## src/rtl/core/iirdf_pkg.sv

```systemverilog
// iirdf_pkg: shared types and constants for the multichannel direct form I IIR filter
// holds the item, history and coefficient layouts and the register index codes
// no dependencies
package iirdf_pkg;

	// fixed filter geometry
	localparam int TAPS        = 4;
	localparam int HIST_SLOTS  = TAPS - 1;
	localparam int SAMPLE_W    = 16;
	localparam int COEF_W      = 16;
	localparam int CHAN_W      = 3;
	localparam int FRAC_BITS   = 14;
	localparam int PROD_W      = SAMPLE_W + COEF_W;
	localparam int ACC_W       = PROD_W + 4;
	localparam int QUEUE_DEPTH = 4;
	localparam int CFG_IDX_W   = 3;
	localparam int TUSER_W     = CHAN_W + 1;

	// configuration register indexes
	typedef enum logic [CFG_IDX_W-1:0] {
		REG_B_TAP0 = 3'd0,
		REG_B_TAP1 = 3'd1,
		REG_B_TAP2 = 3'd2,
		REG_B_TAP3 = 3'd3,
		REG_A_FB1  = 3'd4,
		REG_A_FB2  = 3'd5,
		REG_A_FB3  = 3'd6
	} cfg_reg_t;

	typedef logic [SAMPLE_W-1:0] sample_t;
	typedef logic [COEF_W-1:0]   coef_t;

	// b[k] weighs x[n-k], a[k] weighs y[n-k]
	typedef struct packed {
		coef_t [TAPS-1:0] b;
		coef_t [TAPS-1:1] a;
	} coef_set_t;

	// one input item
	typedef struct packed {
		logic [CHAN_W-1:0] chan;
		logic              seq_start;
		sample_t           sample;
	} item_t;

	localparam int ITEM_W = $bits(item_t);

	// per channel history, x[k] holds x[n-1-k], y[k] holds y[n-1-k]
	typedef struct packed {
		sample_t [HIST_SLOTS-1:0] x;
		sample_t [HIST_SLOTS-1:0] y;
	} hist_t;

	// b_tap0 resets to 1.0 in Q2.14, all others to zero
	localparam coef_set_t COEF_RESET = '{
		b: {coef_t'(0), coef_t'(0), coef_t'(0), coef_t'(16384)},
		a: '0
	};

endpackage

```

## src/rtl/core/iirdf_coef.sv

```systemverilog
// iirdf_coef: coefficient register file written through the configuration channel
// depends on iirdf_pkg
module iirdf_coef (
	input  logic                               clk,
	input  logic                               arst_n,
	input  logic                               cfg_valid,
	output logic                               cfg_ready,
	input  logic [iirdf_pkg::CFG_IDX_W-1:0]    cfg_index,
	input  logic [iirdf_pkg::COEF_W-1:0]       cfg_data,
	output iirdf_pkg::coef_set_t               coef
);
	import iirdf_pkg::*;

	coef_set_t coef_q;

	// writes are always taken, unknown indexes are dropped
	assign cfg_ready = 1'b1;

	// register writes
	always_ff @(posedge clk or negedge arst_n) begin
		if (!arst_n) begin
			coef_q <= COEF_RESET;
		end else if (cfg_valid) begin
			case (cfg_reg_t'(cfg_index))
				REG_B_TAP0: coef_q.b[0] <= cfg_data;
				REG_B_TAP1: coef_q.b[1] <= cfg_data;
				REG_B_TAP2: coef_q.b[2] <= cfg_data;
				REG_B_TAP3: coef_q.b[3] <= cfg_data;
				REG_A_FB1:  coef_q.a[1] <= cfg_data;
				REG_A_FB2:  coef_q.a[2] <= cfg_data;
				REG_A_FB3:  coef_q.a[3] <= cfg_data;
				default: ;
			endcase
		end
	end

	assign coef = coef_q;

endmodule

```

## config.mk

```make
export PLATFORM = sky130hd
export DESIGN_NAME = iirdf_coef
export DESIGN_NICKNAME = d
export VERILOG_FILES = /design/src/rtl/core/iirdf_pkg.sv /design/src/rtl/core/iirdf_coef.sv
export SDC_FILE = /design/constraint.sdc
export NUM_CORES = 1
export LEC_CHECK = 0
export BUFFER_PORTS_ARGS = -buffer_cell sky130_fd_sc_hd__buf_2
export CAP_MARGIN = 20
export CELL_PAD_IN_SITES_DETAIL_PLACEMENT = 2
export CELL_PAD_IN_SITES_GLOBAL_PLACEMENT = 2
export CORE_MARGIN = 8
export CORE_UTILIZATION = 35
export CTS_CLUSTER_SIZE = 12
export DETAILED_ROUTE_END_ITERATION = 6
export MAX_ROUTING_LAYER = met4
export PLACE_DENSITY_LB_ADDON = 0.05
export SLEW_MARGIN = 10
export SYNTH_ARGS = -nofsm -noshare
export SYNTH_HDL_FRONTEND = slang
export SYNTH_SLANG_ARGS = --single-unit
```

## constraint.sdc

```tcl
create_clock -name clk -period 0.8 [get_ports clk]
set_input_delay 0.12 -clock clk [delete_from_list [all_inputs] [get_ports clk]]
set_output_delay 0.12 -clock clk [all_outputs]
set_load 0.02 [all_outputs]
```

; After elaboration in Yosys (flattened, before gate mapping)
; Index checks and enable logic that the tools add are counted.
[classes]
n_eq_ne = 6
mul = 0
order_cmp = 0
div_mod_pow = 0
n_shift = 0
add_sub_neg = 0
n_reduce_logical = 8
n_bitwise = 0
n_mux = 0
[ops]
columns = operator, count
row1 = $reduce_and 2->1, 7
row2 = $eq 3x3->1 const B, 3
row3 = $eq 3x2->1 const B, 2
row4 = $eq 3x1->1 const B, 1
row5 = $logic_not 3->1, 1
[totals]
inputBits = 22
ramBits = 0
reg_bits = 112
latchBits = 0
memories = 0
out_inout_bits = 113
romBits = 0

; Longest topological paths before layout
[depth]
word_depth = 2
depth_mapped = 5

; Least setup slack after synthesis
; OpenSTA, ideal clock, no wires.
[synth_timing]
kind = in2reg
start = input port cfg_index[1] in the netlist's numbering
end = register coef_q (netlist bit coef[48])
n_path_buf = 2
cell_stages = 4
slack_ns = -0.548
t_arrival_ns = 1.223
path_cell_list = buf_4 > nor4b_4 > buf_6 > mux2_4
[synth_between]
elab_chain_len = 2
[synth_rtl]
columns = item, line_no
row1 = "start, declared", iirdf_coef.sv:8  ; input logic [iirdf_pkg::CFG_IDX_W-1:0] cfg_index,
row2 = $logic_not 3->1, iirdf_coef.sv:24  ; case (cfg_reg_t'(cfg_index))
row3 = $reduce_and 2->1 (no source line), n/a
row4 = "end, declared", iirdf_coef.sv:14  ; coef_set_t coef_q;
; No other way between the ends.
; A chain may end at the register's enable or synchronous reset.

; Final worst setup path
[layout_timing]
start = register coef_q (netlist bit coef[62])
end = output port coef[62] in the netlist's numbering
[layout_lines]
columns = item, line_no
row1 = "end, declared", iirdf_coef.sv:10  ; output iirdf_pkg::coef_set_t coef
; No word-level cell between the ends.

==> results.py <==
metrics = {
    "cts": {
        "cts_buffers": 9,
        "htree_levels": 3,
        "clockRootBuffer": "clkbuf_16",
        "clock_latency_ns": 0.36,
        "path_clk_slew_ns": 0.09,
        "cts_max_path_buffers": 2,
        "cts_sinks": 112,
        "cts_tree": "built",
    },
    "cells_and_area": {
        "n_antenna_cell": 0,
        "final_area_mm2": 0.00767,
        "drive_gt1_share_pct": 76.8,
        "seq_area_mm2": 0.00280,
        "fillers": 974,
        "nets": 504,
        "area_delta_synth_final_pct": 77.8,
        "largest_reg_flops": 112,
        "multi_input_area_mm2": 0.00177,
        "fin_cells": 634,
    },
    "floorplanning": {
        "rows": 40,
        "dieArea_mm2": 0.0161,
        "fp.dieH_um": 127,
        "core-area_mm2": 0.0120,
        "pin_count": 135,
        "dieWidth_um": 127,
        "initial_utilization_pct": 35.9,
    },
    "synth": {
        "synth_mux_area_share_pct": 30.1,
        "synth_xor_area_share_pct": 0,
        "synth_top_family_by_area": "multiplexers",
        "synth_compound_area_share_pct": 0,
        "avgSynthCellArea_um2": 17.5,
        "ys_types": 12,
        "synth_seq_area_share_pct": 65.0,
        "synth_fp_nets": 269,
        "synthAdderAreaFrac_pct": 0,
        "synth_area_mm2": 0.00432,
        "synth_seq_cells": 112,
        "synth-simple-area-share_pct": 2.29,
        "synth_warnings": 0,
        "syn_inst": 247,
    },
    "timing": {
        "setup_tns_ns": -39.51,
        "drv_slew": 0,
        "hold_viol_final": 0,
        "finalCriticalPeriod_ns": 1.14,
        "grt_setup_unrepaired": "true",
        "final-setup-viol-count": 206,
        "layout_worst_path_cycle_share_pct": 143,
        "worst_slack_ns": -0.345,
        "fmax_mhz": 873,
        "skew_ns": 0,
    },
    "critical_path": {
        "cpPeakStageDelay_ns": 0.55,
        "reg2regPathDepth": 2,
        "path_max_fanout": 2,
        "crit_path_start": "coef[62]",
        "rr_endpoint": "coef[11]",
        "path_cells": "buf_6",
        "worst-endpoint-arrival_ns": 1.02,
        "cp_num_buf_inv": 1,
        "cp.required_ns": 0.68,
        "r2r-start": "coef[11]",
        "crit_slowest_cell": "dfstp_2",
        "end_kind": "primary output",
        "critical_path.endpoint": "coef[62]",
        "cpLargestDelayFamily": "flip-flops",
        "path_class": "flop to primary output",
        "path_depth": 1,
        "r2r_slack_ns": -0.18,
        "critPathLaunchType": "flop",
    },
    "drt": {
        "routed_via_density": 4.93,
        "drt_iter0_drc": 120,
        "firstDrtPassIters": 4,
        "wl_per_cell_um": 31.9,
        "num_vias": 3128,
        "ant_nets": 0,
        "drcViolationCount": 0,
        "routed_wl_mm": 20.2,
    },
    "global_routing": {
        "antenna_found_initial": 0,
        "grt_pass1_vias": 3612,
        "grtUsageTotal_pct": 21.7,
        "grt_max_degree": 32,
        "grt_overflow_total": 0,
        "grt_pass1_wl_mm": 24.7,
    },
    "place": {
        "place_ws_ns": -0.648,
        "place_congestion": 0.710,
        "dpl_cell_area_mm2": 0.00556,
        "dp_hpwl_mm": 9.22,
        "io_buffers": 133,
        "place_inst": 535,
    },
    "hold_path": {
        "worstHoldPathType": "input pin to flop",
    },
    "outcome": {
        "violations": "negative setup slack",
        "outcome": "finished, violations left",
    },
    "power_and_ir_drop": {
        "leakage_nw": 3.82,
        "ir_worst_vdd_uv": 1950,
        "p_per_area_mw_per_mm2": 2950,
    },
    "flow_run": {
        "maxCapViolations": 0,
    },
}
## cell families (layout without fill, tap and decap cells)
group | count (synthesis) | in the layout
buffers and inverters | 15 | 255
AND/OR/NAND/NOR | 7 | 7
flip-flops | 112 | 112
multiplexers | 112 | 112
other | 1 | 1
## synthesized netlist by cell type
library cell	instances	area [µm²]
dfrtp_1	111	2780
mux2_2	101	1140
mux2_4	10	150
buf_2	8	40.0
buf_6	5	56.3
nand4b_2	3	45.0
nor4bb_1	3	30.0
buf_4	2	15.0
conb_1	1	3.75
dfstp_2	1	26.3
mux2_1	1	11.3
nor4b_4	1	23.8
## per-stage QoR
stage               utilization, %  hold WS (ns)  power, mW
floorplan                        -        -0.176       10.8
global placement              46.3       0.00846       12.9
global route                  63.9         0.109       23.3
CTS                           60.5        0.0768       21.2
finish                        63.9         0.101       22.6
detailed placement            46.3        0.0136       13.0
## how the worst min path moves through the flow
stage	slack (ns)	to	from	cells past startpoint
floorplan	-0.18	coef[0]	arst_n	0
global placement	0.008	coef[56]	arst_n	1
detailed placement	0.01	coef[56]	arst_n	1
CTS	0.08	coef[66]	cfg_data[2]	2
global route	0.11	coef[45]	cfg_data[13]	2
finish	0.10	coef[45]	cfg_data[13]	2
## power by group
| group | switching [mW] | internal [mW] | total (mW) |
|---|---|---|---|
| Combinational | 3.72 | 5.15 | 8.87 |
| Sequential | 1.32 | 6.92 | 8.24 |
| Clock | 2.35 | 3.17 | 5.53 |
| Total | 7.40 | 15.2 | 22.6 |
## final cells by class
class                   instances  area share (%)
repair buffers                239            33.4
flip-flops and latches        112            36.5
multi-input cells             120            23.1
clock inverters                 6            1.52
clock buffers                  10            3.11
well taps                     147            2.40
## cells in the final DEF, fill, tap and decap left out, drive strengths merged
master and count:
buf 237, mux2 112, dfrtp 111, clkbuf 11
nor4bb 3, nand4b 3, bufinv 3, clkinv 3
nor4b 1, conb 1, dfstp 1, dlygate4sd3 1
## routing by layer
metal	track usage (%)	share of wire (%)	wire, µm
met5	-	0	0
met4	5.53	2.6	530
met3	6.24	5.8	1170
met2	37.5	54	10800
met1	24.1	38	7690
## worst reg2reg max path: stages, from the launching register on
cell and delay, ns:
dfrtp_1 0.45, buf_6 0.15, mux2_4 0.27
## timing repair
action / CTS / global route
buffers inserted: 52 / 34
endpoints found under the hold margin: 111 / 0
pin swaps: 4 / 4
resized for setup: 283 / 51
hold buffers: 1 / 0
gates cloned: 3 / 1
setup endpoints to repair: 224 / 211
(Power assumes the default switching activity.)
