File: src/rtl/core/iirdf_fifo.sv
// iirdf_fifo: short queue between the input side and the filter pipeline
// depends on nothing outside itself
module iirdf_fifo #(
	parameter int W     = 24,
	parameter int DEPTH = 4
) (
	input  logic         clk,
	input  logic         arst_n,
	input  logic         push,
	input  logic [W-1:0] wdata,
	output logic         full,
	input  logic         pop,
	output logic         valid,
	output logic [W-1:0] rdata
);
	localparam int PTR_W = (DEPTH > 1) ? $clog2(DEPTH) : 1;
	localparam int CNT_W = $clog2(DEPTH + 1);

	logic [W-1:0]     mem_q [DEPTH];
	logic [PTR_W-1:0] wr_ptr_q;
	logic [PTR_W-1:0] rd_ptr_q;
	logic [CNT_W-1:0] count_q;

	assign full  = (count_q == CNT_W'(DEPTH));
	assign valid = (count_q != '0);
	assign rdata = mem_q[rd_ptr_q];

	// pointers and fill count
	always_ff @(posedge clk or negedge arst_n) begin
		if (!arst_n) begin
			wr_ptr_q <= '0;
			rd_ptr_q <= '0;
			count_q  <= '0;
		end else begin
			if (push) begin
				wr_ptr_q <= (wr_ptr_q == PTR_W'(DEPTH - 1)) ? '0 : wr_ptr_q + 1'b1;
			end
			if (pop) begin
				rd_ptr_q <= (rd_ptr_q == PTR_W'(DEPTH - 1)) ? '0 : rd_ptr_q + 1'b1;
			end
			case ({push, pop})
				2'b10:   count_q <= count_q + 1'b1;
				2'b01:   count_q <= count_q - 1'b1;
				default: count_q <= count_q;
			endcase
		end
	end

	// entry storage
	always_ff @(posedge clk) begin
		if (push) begin
			mem_q[wr_ptr_q] <= wdata;
		end
	end

endmodule

File: config.mk
export PLATFORM = sky130hd
export DESIGN_NAME = iirdf_fifo
export DESIGN_NICKNAME = d
export VERILOG_FILES = /design/src/rtl/core/iirdf_fifo.sv
export SDC_FILE = /design/constraint.sdc
export NUM_CORES = 1
export LEC_CHECK = 0
export BUFFER_PORTS_ARGS = -buffer_cell sky130_fd_sc_hd__buf_2
export CORE_AREA = 2 2 84 86
export CTS_CLUSTER_DIAMETER = 60
export CTS_CLUSTER_SIZE = 28
export DETAILED_ROUTE_END_ITERATION = 10
export DIE_AREA = 0 0 86 88
export PLACE_DENSITY = 0.82
export SYNTH_ARGS = -nofsm -noshare
export SYNTH_HDL_FRONTEND = slang
export SYNTH_SLANG_ARGS = --single-unit
File: constraint.sdc
create_clock -name clk -period 2.87 [get_ports clk]
set_input_delay 0.1435 -clock clk [delete_from_list [all_inputs] [get_ports clk]]
set_output_delay 0.1435 -clock clk [all_outputs]
set_load 0.005 [all_outputs]
== Yosys cells after proc, flatten, opt, wreduce, memory -nomap -nowiden ==
Memories as Yosys holds them, arrays and structs flattened.
Index checks and enable logic that the tools add are counted.

* Add/subtract/negate cells: 4
* Mux-type cells: 5
* Eq/ne operators: 5
* Reductions and logical operators: 2

{| class="wikitable"
|+ Operator list
! operator !! count
|-
| 2-bit equality test (second input constant) || 3
|-
| 3-bit one-hot mux with 2 select lines || 1
|-
| 2-bit by 1-bit adder with 2-bit output (second input constant) || 2
|-
| 2-bit 2-to-1 mux || 2
|-
| 3-bit by 1-bit adder with 3-bit output (second input constant) || 1
|-
| 3-bit equality test (second input constant) || 1
|-
| 3-bit nonzero test || 1
|-
| 3-bit by 1-bit subtractor with 3-bit output (second input constant) || 1
|-
| 2-bit by 1-bit equality test with 1-bit output (second input constant) || 1
|-
| 1-bit 2-to-1 mux || 2
|-
| 2-bit nonzero test || 1
|}

* Register bits after elaboration: 7
* Memory bits (writable): 96
* Input port bits: 28
* Word-level logic and storage cells: 20
* Output and inout bits: 26
* Memories kept: 1

{| class="wikitable"
|+ Memories
! memory !! depth !! bits a word !! read ports !! clocked after memory_dff !! wr ports !! RTL line !! text
|-
| mem_q || 4 || 24 || 1 || 0 || 1 || 19 || <nowiki>logic [W-1:0] mem_q [DEPTH];</nowiki>
|}

== Depth between registers and ports, before layout ==
Gate-level depths: netlist (run 1).

* Word-level depth: 2
* Gate-level depth with buffers: 6
* Gate-level depth less buffers: 6

== Worst setup path before layout (run 1) ==
OpenSTA, ideal clock, no wires.

* Kind: reg2reg
* From: register wr_ptr_q[0]
* To: memory mem_q[0][0], enable pin
* Setup time: 0.383 ns
* Path slack: 1.257 ns
* Path buffers: 0
* Required time: 2.487 ns
* Arrival time: 1.230 ns
* Clock period less this slack: 1.613 ns
* Cell stages (with the launch flop): 4
* Path through: dfrtp_1 -> inv_1 -> ha_1 -> and2_1

{| class="wikitable"
|+ RTL lines
! element !! RTL line !! text
|-
| start: declaration || 20 || <nowiki>logic [PTR_W-1:0] wr_ptr_q;</nowiki>
|-
| start signal: assignment || 36 || <nowiki>wr_ptr_q <= (wr_ptr_q == PTR_W'(DEPTH - 1)) ? '0 : wr_ptr_q + 1'b1;</nowiki>
|-
| end: declaration || 19 ||
|}

Straight into the memory's write port.

== Worst setup path after layout (run 1) ==
* From: register rd_ptr_q[0]
* To: output port rdata[23]

* Cells in the longest elaborated chain, start to end: 1

{| class="wikitable"
|+ Ends and longest elaborated chain
! element !! RTL line !! text
|-
| start: declaration || 21 || <nowiki>logic [PTR_W-1:0] rd_ptr_q;</nowiki>
|-
| start signal: assignment || 39 || <nowiki>rd_ptr_q <= (rd_ptr_q == PTR_W'(DEPTH - 1)) ? '0 : rd_ptr_q + 1'b1;</nowiki>
|-
| memory 4 x 24 bit || n/a ||
|-
| end: declaration || 14 || <nowiki>output logic [W-1:0] rdata</nowiki>
|}

No other way between the ends.

==> results.sh, run 1 <==
export IMPL_run_status="finished clean"
export IMPL_flop_and_latch_count_out_of_synthesis=103
export IMPL_slew_at_the_pin_closest_to_its_max_slew_limit_ps=593
export IMPL_irDropWorstVdd_mv=0.610
export IMPL_routed_wirelength_um=6030
export IMPL_n_antenna_cell=0
export IMPL_rsz0062_at_grt="no"
export IMPL_grt_util_all_layers=0.174
export IMPL_place_worst_setup_slack_ps=1170
export IMPL_synth_compound_gate_area_share=0.00255
export IMPL_layout_drive_gt1_share=0.393
export IMPL_ctsResizeCount=0
export IMPL_die_w_um=86
export IMPL_synthMuxAreaShare=0.152
export IMPL_dominant_combinational_cell_family_by_area_after_synthesis="multiplexers"
export IMPL_number_of_cells_on_the_worst_reg_to_reg_path=3
export IMPL_mappedNetlistNets=196
export IMPL_required_worst_endpoint_ps=2730
export IMPL_num_nets_final=269
export IMPL_timing_slew_headroom=0.605
export IMPL_worst_path_clk_slew_ps=90
export IMPL_finalCritPeriodShare=0.708
export IMPL_reg2reg_slack_ps=1170
export IMPL_layout_cells_most_common="sky130_fd_sc_hd__edfxtp_1"
export IMPL_cellInternalPower_mw=2.88
export IMPL_finalCriticalPeriod_ps=2030
export IMPL_clock_power_share=0.189
export IMPL_synthXorXnorAreaFrac=0.00670
export IMPL_syn_mean_instance_area_um2=24.3
export IMPL_drv_slew=0
export IMPL_numPortBuffers=53
export IMPL_leakage_nw=1.62
export IMPL_worst_hold_path_endpoint="mem_q[2][16]$_DFFE_PP_"
export IMPL_min_from="wdata[16]"
export IMPL_fin_skew_ps=9.74
export IMPL_initial_antenna_violation_count=0
export IMPL_dp_hpwl_um=4000
export IMPL_row_count=30
export IMPL_cts_htree_levels=3
export IMPL_mostFrequentLayoutCells="sky130_fd_sc_hd__edfxtp_1, sky130_fd_sc_hd__buf_2, sky130_fd_sc_hd__mux4_2, sky130_fd_sc_hd__clkbuf_8"
export IMPL_hold_path_depth=1
export IMPL_r2r_start="wr_ptr_q[0]$_DFFE_PN0P_"
export IMPL_drt_pass1_iterations=4
export IMPL_clock_latency_ps=350
export IMPL_grt_overflow_total=0
export IMPL_remaining_drc_errors=0
export IMPL_swShare=0.272
export IMPL_crit_path_max_fanout=11
export IMPL_p_sw_mw=1.08
export IMPL_number_of_standard_cells_after_synthesis=161
export IMPL_hold_class="primary input to flop"
export IMPL_synth_area_um2=3920
export IMPL_r2r_end="mem_q[3][5]$_DFFE_PP_"
export IMPL_synth_adder_area_share=0.0243
export IMPL_simple_logic_cell_fraction_of_the_synthesized_area=0.0144
export IMPL_seqPwrFrac=0.517
export IMPL_gp_congestion=0.668
export IMPL_wire_length_of_the_first_global_routing_pass_um=9420
export IMPL_die_height_um=88
export IMPL_share_comb_of_total_power=0.294
export IMPL_num_fill_cells=424
export IMPL_cp_end_kind="output port"
export IMPL_timing_final_hold_violations=0
export IMPL_tritoncts_num_sinks=103
export IMPL_cts_buffers=9
export IMPL_tritoncts="done"
export IMPL_tot_pwr_mw=3.95
export IMPL_crit_path_start_kind="flop"
export IMPL_yosysUniqueCellTypes=19
export IMPL_syn_to_final_growth_pct=15.3
export IMPL_cellPowerDensity_nw_per_um2=874
export IMPL_cp_arrival_ps=1890
export IMPL_cts_root_to_sink_buffers=2
export IMPL_final_antenna_net_count=0
export IMPL_pin_count_of_the_biggest_net_entering_global_routing=27
export IMPL_via_count_of_the_first_global_routing_pass=1858
export IMPL_vias=1759
export IMPL_detail_route_vias_per_cell=5.51
export IMPL_routed_wire_length_per_instance_um=18.9
export IMPL_pin_count=54
export IMPL_finalSetupViolations=0
export IMPL_ys_seq_area_frac=0.780
export IMPL_path_class="flop to output port"
export IMPL_maxcap_violations=0
export IMPL_initial_utilization=0.590
export IMPL_placeableCoreArea_um2=6640
export IMPL_detail_route_iter0_violations=138
export IMPL_setup_ws_ps=837
export IMPL_clock_root_buffer="sky130_fd_sc_hd__clkbuf_8"
export IMPL_yosys_warnings=0
export IMPL_timing_setup_tns_ps=0
export IMPL_die_area_um2=7570
export IMPL_max_clock_freq_ghz=0.492
-- logic make-up after synthesis --
family / count (synthesis)
DFF: 103
muxes: 27
and+or+nand+nor: 10
buffers and inverters: 9
adders and majority gates: 7
xor gates and xnor gates: 3
AOI/OAI and AO/OA: 2
-- what timing repair did --
action,4_1_cts,5_1_grt
hold endpoints to repair,19,9
buffers inserted,0,0
hold buffers,4,3
-- sequential cells by signal, indices dropped and copies added (netlist names) --
name      cells
count_q       3
mem_q        96
rd_ptr_q      2
wr_ptr_q      2
-- layout make-up --
cell class | instances | area, um2 | share of cell area
Multi-Input combinational cell | 49 | 785 | 0.174
Timing Repair Buffer | 68 | 408 | 0.0903
Clock buffer | 12 | 135 | 0.0299
Tap cell | 80 | 100 | 0.0221
Sequential cell | 103 | 3060 | 0.677
Clock inverter | 4 | 21.3 | 0.00471
Inverter | 3 | 11.3 | 0.00249
-- metal layers --
metal	wire length, um	track usage	share of wire	vias up
li1	-	-	-	815
met1	2620	0.236	0.43	890
met2	3070	0.281	0.51	48
met3	275	0.0424	0.046	6
met4	69	0.0649	0.011	0
met5	0	0	0	-
-- synth_stat cells --
| master | number | area (um2) |
|---|---|---|
| sky130_fd_sc_hd__or3_1 | 2 | 12.5 |
| sky130_fd_sc_hd__mux4_1 | 6 | 158 |
| sky130_fd_sc_hd__xnor2_1 | 2 | 17.5 |
| sky130_fd_sc_hd__inv_1 | 3 | 11.3 |
| sky130_fd_sc_hd__buf_2 | 3 | 15.0 |
| sky130_fd_sc_hd__mux2_2 | 3 | 33.8 |
| sky130_fd_sc_hd__xor2_1 | 1 | 8.76 |
| sky130_fd_sc_hd__ha_1 | 6 | 75.1 |
| sky130_fd_sc_hd__dfrtp_1 | 7 | 175 |
| sky130_fd_sc_hd__and2_1 | 4 | 25.0 |
| sky130_fd_sc_hd__buf_12 | 2 | 40.0 |
| sky130_fd_sc_hd__nand2_1 | 1 | 3.75 |
| sky130_fd_sc_hd__nor2_1 | 2 | 7.51 |
| sky130_fd_sc_hd__nor3b_1 | 1 | 7.51 |
| sky130_fd_sc_hd__fa_1 | 1 | 20.0 |
| sky130_fd_sc_hd__mux4_2 | 18 | 405 |
| sky130_fd_sc_hd__buf_6 | 1 | 11.3 |
| sky130_fd_sc_hd__o21ai_0 | 2 | 10.0 |
| sky130_fd_sc_hd__edfxtp_1 | 96 | 2880 |
-- power groups by stage --
stage	clock network, mW	logic [mW]	registers [mW]
finish	0.746	1.16	2.04
detailed placement	0	1.18	2.08
CTS	0.759	1.19	2.05
floorplan	0	0.830	2.03
global route	0.826	1.28	2.07
global placement	0	1.16	2.06
-- worst max path at each step --
stage / endpoint / cells past startpoint / startpoint
2_1_floorplan: mem_q[0][0]$_DFFE_PP_ / 3 / wr_ptr_q[0]$_DFFE_PN0P_
3_3_place_gp: rdata[23] / 3 / rd_ptr_q[0]$_DFFE_PN0P_
3_5_place_dp: mem_q[3][16]$_DFFE_PP_ / 3 / wr_ptr_q[0]$_DFFE_PN0P_
4_1_cts: rdata[23] / 3 / rd_ptr_q[0]$_DFFE_PN0P_
5_1_grt: rdata[23] / 3 / rd_ptr_q[0]$_DFFE_PN0P_
6_report: rdata[23] / 3 / rd_ptr_q[0]$_DFFE_PN0P_
-- stage by stage --
stage | utilization | cells | hold WS (ps) | instance area [um2]
floorplan | - | 161 | -152 | 3920
global placement | 0.646 | 296 | -17.2 | 4290
detailed placement | 0.646 | 296 | -12.9 | 4290
CTS | 0.676 | 316 | 0.450 | 4490
global route | 0.680 | 319 | 0.444 | 4520
finish | 0.680 | 319 | 9.57 | 4520
-- worst max-delay path: stages (launching register included) --
cell and delay, ps:
sky130_fd_sc_hd__dfrtp_2 500, sky130_fd_sc_hd__buf_4 290, sky130_fd_sc_hd__mux4_1 600, sky130_fd_sc_hd__buf_2 150
No activity file was read; power rests on OpenSTA's default activity.
==> run 2, diff against run 1 <==
ABC_AREA = 1   (was default)
CORE_AREA = 2 2 91 93   (was 2 2 84 86)
DIE_AREA = 0 0 93 95   (was 0 0 86 88)
PLACE_DENSITY = 0.77   (was 0.82)
clock period = 2.03 ns   (was 2.87 ns; I/O delays follow)
==> run 2 against run 1 <==
Effect of this change:
- routed wire length grew 23%
- count of clock-buffer cells in the layout is 3 lower
- utilization is 2.6 points lower
- die area grew 17%
- via count up 55%
- sequential power is 43% higher
- sequential share of layout area down 8.7 points
- hold slack better by 61 ps
- register-to-register slack lost 650 ps
- non-clock buffer count increased by 19
- synthesized cell count increased by 140%
==> results.sh, run 2 <==
export IMPL_cp_startpoint="rd_ptr_q[0]$_DFFE_PN0P_"
export IMPL_cellPowerDensity_nw_per_um2=1230
export IMPL_number_of_cells_on_the_worst_reg_to_reg_path=5
export IMPL_gp_congestion=0.728
export IMPL_numPortBuffers=53
export IMPL_detail_route_iter0_violations=177
export IMPL_routed_wire_length_per_instance_um=12.9
export IMPL_syn_mean_instance_area_um2=11.4
export IMPL_drv_slew=0
export IMPL_synthArstFlopShare=0.0680
export IMPL_largest_register="mem_q"
export IMPL_cp_end_kind="output port"
export IMPL_synth_area_um2=4340
export IMPL_finalCriticalPeriod_ps=1810
export IMPL_most_common_library_cells_after_synthesis="sky130_fd_sc_hd__nand2_1, sky130_fd_sc_hd__edfxtp_1, sky130_fd_sc_hd__inv_1"
export IMPL_finalSetupViolations=0
export IMPL_r2r_start="wr_ptr_q[0]$_DFFE_PN0P_"
export IMPL_yosysTopAreaCellShare=0.664
export IMPL_hold_class="primary input to flop"
export IMPL_dr_wl_met2_um=3670
export IMPL_initial_utilization=0.548
export IMPL_finalCritPeriodShare=0.891
export IMPL_grt_util_all_layers=0.180
export IMPL_cts_htree_levels=3
export IMPL_pin_count=54
export IMPL_routed_wirelength_um=7410
export IMPL_mappedNetlistNets=417
export IMPL_crit_path_max_fanout=22
export IMPL_via_count_of_the_first_global_routing_pass=2586
export IMPL_tritoncts="done"
export IMPL_biggestRegsByFlops="mem_q x96, count_q x3"
export IMPL_max_clock_freq_ghz=0.553
export IMPL_run_status="finished clean"
export IMPL_final_antenna_net_count=0
export IMPL_largest_reg_flops=96
export IMPL_fin_cells=573
export IMPL_number_of_standard_cells_after_synthesis=382
export IMPL_hold_path_depth=2
export IMPL_num_nets_final=498
export IMPL_yosys_warnings=0
export IMPL_fin_skew_ps=9.28
export IMPL_pin_count_of_the_biggest_net_entering_global_routing=44
export IMPL_vias=2722
export IMPL_min_from="push"
export IMPL_cp_cell_sequence="buf_4, nor2_1, nor2_1, nand2_1, nand2_1, buf_2"
export IMPL_worst_path_clk_slew_ps=90
export IMPL_holdWs_ps=70.2
export IMPL_die_w_um=93
export IMPL_synth_most_common_cell="sky130_fd_sc_hd__nand2_1"
export IMPL_leakage_nw=2.24
export IMPL_maxcap_violations=0
export IMPL_route_met3_wl_um=253
export IMPL_cts_buffers=9
export IMPL_top_metal_used="met4"
export IMPL_dp_cells=531
export IMPL_n_antenna_cell=0
export IMPL_irDropWorstVdd_mv=0.520
export IMPL_drt_pass1_iterations=4
export IMPL_layout_drive_gt1_share=0.171
export IMPL_wire_length_of_the_first_global_routing_pass_um=11800
export IMPL_cts_root_to_sink_buffers=2
export IMPL_initial_antenna_violation_count=0
export IMPL_grt_overflow_total=0
export IMPL_slew_at_the_pin_closest_to_its_max_slew_limit_ps=378
export IMPL_rsz0062_at_grt="no"
export IMPL_m1WireLength_um=3300
export IMPL_flop_and_latch_count_out_of_synthesis=103
export IMPL_cp_arrival_ps=1710
export IMPL_slowest_stage="sky130_fd_sc_hd__dfrtp_2"
export IMPL_synth_area_leader_cell="sky130_fd_sc_hd__edfxtp_1"
export IMPL_timing_setup_tns_ps=0
export IMPL_ys_seq_area_frac=0.705
export IMPL_synth_top_cells_by_area="sky130_fd_sc_hd__edfxtp_1, sky130_fd_sc_hd__nand2_1, sky130_fd_sc_hd__inv_1, sky130_fd_sc_hd__nor2_1, sky130_fd_sc_hd__dfrtp_1"
export IMPL_timing_slew_headroom=0.748
export IMPL_dp_hpwl_um=4590
export IMPL_row_count=33
export IMPL_timing_final_hold_violations=0
export IMPL_place_worst_setup_slack_ps=522
export IMPL_syn_to_final_growth_pct=19.6
export IMPL_setup_ws_ps=221
export IMPL_number_of_enable_type_register_cells_in_the_synthesized_netlist=96
export IMPL_detail_route_vias_per_cell=4.75
export IMPL_die_area_um2=8840
export IMPL_placeableCoreArea_um2=7930
export IMPL_required_worst_endpoint_ps=1930
export IMPL_die_height_um=95
export IMPL_critical_path_max_stage_delay_ps=600
export IMPL_crit_path_start_kind="flop"
export IMPL_postSynth_topFlopCell="sky130_fd_sc_hd__edfxtp_1"
export IMPL_mostFrequentLayoutCells="sky130_fd_sc_hd__nand2_1, sky130_fd_sc_hd__edfxtp_1, sky130_fd_sc_hd__inv_1, sky130_fd_sc_hd__buf_2, sky130_fd_sc_hd__nor2_1"
export IMPL_remaining_drc_errors=0
export IMPL_clock_latency_ps=360
export IMPL_layout_cells_most_common="sky130_fd_sc_hd__nand2_1"
export IMPL_tritoncts_num_sinks=103
export IMPL_path_class="flop to output port"
export IMPL_yosysUniqueCellTypes=20
export IMPL_clock_root_buffer="sky130_fd_sc_hd__clkbuf_8"
[run 2: cell count changes after synthesis, sizes merged, moves of 4 or more]
cell / previous run / this run
mux4: 24 / 0
buf: 6 / 15
inv: 3 / 61
o211ai: 0 / 24
nor2: 2 / 50
nand2: 1 / 111
and2: 4 / 0
[run 2: layout make-up]
type | instances | area (um2)
Sequential cell | 103 | 3060
Fill cell | 610 | 2740
Multi-Input combinational cell | 201 | 935
Timing Repair Buffer | 87 | 648
Inverter | 61 | 229
Tap cell | 105 | 131
Clock buffer | 9 | 124
Clock inverter | 7 | 63.8
[run 2: per-stage QoR]
stage                     instance area [um2]  power [mW]   util
after CTS                                5190        6.44  0.655
after detailed placement                 4740        5.22  0.598
after floorplan                          4340        4.45      -
final                                    5190        6.39  0.655
after global routing                     5190        6.87  0.655
after global placement                   4740        5.13  0.598
[run 2: path summary, 6_finish.rpt]
path,to,slack [ps]
worst max register to register,mem_q[0][16]$_DFFE_PP_,520
worst min-delay path,wr_ptr_q[1]$_DFFE_PN0P_,70
worst min register to register,count_q[2]$_DFFE_PN0P_,500
min in group asynchronous,rd_ptr_q[1]$_DFFE_PN0P_,100
worst max-delay path,rdata[3],220
max in group asynchronous,rd_ptr_q[0]$_DFFE_PN0P_,1760
[run 2: timing repair]
action,4_1_cts,5_1_grt
endpoints found under the setup margin,0,0
resized for setup,0,0
hold buffers,26,0
hold endpoints to repair,105,0
setup buffers,0,0
[run 2: cells by family after synthesis]
logic type               share of synthesized area
AND/OR/NAND/NOR                              0.143
flip-flops                                   0.705
buffers and inverters                       0.0801
AO/OA/AOI/OAI                               0.0484
adder cells (fa/ha/maj)                     0.0219
XOR/XNOR                                   0.00202
[run 2: critical path, delay by kind of cell, from the launching register on]
family,cells,cell delay (ps)
buf+inv,2,430
flops,1,600
simple gates,4,320
[run 2: report_power, final]
group / leakage, nW / switching, mW / internal [mW]
Sequential: 0.965 / 0.182 / 2.73
Clock: 0.0899 / 0.718 / 0.471
Combinational: 1.19 / 1.35 / 0.934
[run 2: layer usage]
metal,vias to the layer above,track usage
met4,0,0.102
met5,-,0
li1,1393,-
met2,47,0.295
met3,13,0.0335
met1,1269,0.226
==> run 3, diff against run 2 <==
RECOVER_POWER = 50   (was default)
==> run 3 against run 2 <==
Effect of this change:
- register-to-register slack is essentially flat
- routed wire length grew 0.27%
- non-clock buffer count is the same
- clock skew is essentially flat
- worst setup slack lost 12 ps
- sequential share of layout area grew 0.39 points
- clock power is essentially flat
- count of clock-buffer cells in the layout is the same
- total power shrank 0.14%
- fmax shrank 0.66%
- combinational power is essentially flat
- critical path type unchanged
- critical endpoint unchanged
- largest cell class unchanged
- highest routed layer unchanged
==> results.sh, run 3 (synthesis gave the netlist of run 2 again) <==
export IMPL_run_status="finished clean"
export IMPL_clock_latency_ps=360
export IMPL_largest_reg_flops=96
export IMPL_finalSetupViolations=0
export IMPL_mostFrequentLayoutCells="sky130_fd_sc_hd__nand2_1, sky130_fd_sc_hd__edfxtp_1, sky130_fd_sc_hd__inv_1, sky130_fd_sc_hd__nor2_1, sky130_fd_sc_hd__clkbuf_1"
export IMPL_seqPwrFrac=0.458
export IMPL_timing_slew_headroom=0.739
export IMPL_clock_root_buffer="sky130_fd_sc_hd__clkbuf_8"
export IMPL_slowest_stage="sky130_fd_sc_hd__dfrtp_2"
export IMPL_initial_utilization=0.548
export IMPL_vias=2713
export IMPL_path_buf_inv=2
export IMPL_dr_wl_met2_um=3700
export IMPL_max_clock_freq_ghz=0.549
export IMPL_critPathTopFamily="flip-flops"
export IMPL_final_antenna_net_count=0
export IMPL_rsz0062_at_grt="no"
export IMPL_via_count_of_the_first_global_routing_pass=2586
export IMPL_m1WireLength_um=3330
export IMPL_fin_cells=573
export IMPL_cts_buffers=9
export IMPL_numPortBuffers=53
export IMPL_worst_path_clk_slew_ps=90
export IMPL_maxcap_violations=0
export IMPL_detail_route_vias_per_cell=4.73
export IMPL_cellPowerDensity_nw_per_um2=1240
export IMPL_cellInternalPower_mw=4.13
export IMPL_fin_skew_ps=9.71
export IMPL_pin_count_of_the_biggest_net_entering_global_routing=44
export IMPL_cts_root_to_sink_buffers=2
export IMPL_drt_pass1_iterations=4
export IMPL_cp_end_kind="output port"
export IMPL_initial_antenna_violation_count=0
export IMPL_drv_slew=0
export IMPL_largest_register="mem_q"
export IMPL_crit_path_max_fanout=22
export IMPL_timing_setup_tns_ps=0
export IMPL_finalCritPeriodShare=0.897
export IMPL_finalInstanceArea_um2=5160
export IMPL_die_height_um=95
export IMPL_leakage_nw=2.17
export IMPL_layout_cells_most_common="sky130_fd_sc_hd__nand2_1"
export IMPL_layout_drive_gt1_share=0.113
export IMPL_irDropWorstVdd_mv=0.519
export IMPL_biggestRegsByFlops="mem_q x96, count_q x3"
export IMPL_ctsResizeCount=0
export IMPL_top_metal_used="met4"
export IMPL_num_fill_cells=631
export IMPL_dp_hpwl_um=4590
export IMPL_row_count=33
export IMPL_grt_util_all_layers=0.180
export IMPL_routed_wire_length_per_instance_um=13.0
export IMPL_syn_to_final_growth_pct=18.8
export IMPL_n_antenna_cell=0
export IMPL_die_area_um2=8840
export IMPL_dpl_cell_area_um2=4740
export IMPL_hold_class="primary input to flop"
export IMPL_required_worst_endpoint_ps=1930
export IMPL_routed_wirelength_um=7430
export IMPL_p_sw_mw=2.25
export IMPL_tritoncts="done"
export IMPL_cts_htree_levels=3
export IMPL_path_class="flop to output port"
export IMPL_dp_cells=531
export IMPL_die_w_um=93
export IMPL_pin_count=54
export IMPL_swShare=0.352
export IMPL_timing_final_hold_violations=0
export IMPL_wire_length_of_the_first_global_routing_pass_um=11800
export IMPL_gp_congestion=0.728
export IMPL_detail_route_iter0_violations=156
export IMPL_cp_cell_sequence="buf_4, nor2_1, nor2_1, nand2_1, nand2_1, buf_2"
export IMPL_placeableCoreArea_um2=7930
export IMPL_grt_overflow_total=0
export IMPL_cp_arrival_ps=1720
export IMPL_tot_pwr_mw=6.38
export IMPL_share_comb_of_total_power=0.356
export IMPL_num_nets_final=498
export IMPL_finalCriticalPeriod_ps=1820
export IMPL_slew_at_the_pin_closest_to_its_max_slew_limit_ps=391
export IMPL_clock_power_share=0.186
export IMPL_critical_path_max_stage_delay_ps=610
export IMPL_remaining_drc_errors=0
export IMPL_tritoncts_num_sinks=103
export IMPL_crit_path_start_kind="flop"
export IMPL_route_met3_wl_um=245
[run 3: power groups by stage]
stage	sequential (mW)	clock, mW	combinational (mW)
floorplan	2.89	0	1.57
global placement	2.95	0	2.18
detailed placement	2.97	0	2.26
CTS	2.92	1.22	2.30
global route	2.96	1.29	2.61
finish	2.92	1.19	2.27
[run 3: per-stage QoR]
step / hold WS (ps) / setup slack (ps) / utilization
finish: 72.3 / 209 / 0.650
global route: 62.3 / 22.3 / 0.650
global placement: -55.3 / 578 / 0.598
floorplan: -194 / 496 / -
CTS: 40.8 / 182 / 0.655
detailed placement: -54.3 / 522 / 0.598
[run 3: worst paths after layout]
path                                              start                 endpoint  slack (ps)  cells after the start
worst max register to register  wr_ptr_q[0]$_DFFE_PN0P_   mem_q[0][16]$_DFFE_PP_         530                      5
worst max-delay path            rd_ptr_q[0]$_DFFE_PN0P_                 rdata[3]         210                      6
min in group asynchronous                        arst_n  rd_ptr_q[1]$_DFFE_PN0P_         170                      2
worst min-delay path                               push  wr_ptr_q[1]$_DFFE_PN0P_          70                      2
worst min register to register   count_q[2]$_DFFE_PN0P_   count_q[2]$_DFFE_PN0P_         500                      2
max in group asynchronous                        arst_n  rd_ptr_q[0]$_DFFE_PN0P_        1560                      2
[run 3: worst register-to-register path, cell delays in order (launching register included)]
cell	delay, ps
sky130_fd_sc_hd__dfrtp_1	420
sky130_fd_sc_hd__inv_1	120
sky130_fd_sc_hd__ha_1	160
sky130_fd_sc_hd__nand2_1	50
sky130_fd_sc_hd__inv_1	250
sky130_fd_sc_hd__buf_12	210
[run 3: routing by layer]
layer,vias to the layer above,GRT usage
met5,-,0
met1,1251,0.226
li1,1395,-
met4,0,0.102
met2,55,0.295
met3,12,0.0335
[run 3: cell type report]
type / instances / area (um2) / area share
well taps: 105 / 131 / 0.0255
repair buffers: 87 / 614 / 0.119
flip-flops and latches: 103 / 3060 / 0.593
clock buffers: 9 / 124 / 0.0240
clock inverters: 7 / 63.8 / 0.0124
multi-input cells: 201 / 935 / 0.181
inverters: 61 / 229 / 0.0444
[run 3: repair_timing]
item / in CTS / in global routing
hold buffers: 26 / 0
hold endpoints to repair: 105 / 0
buffers inserted: 0 / 0
setup endpoints to repair: 0 / 0
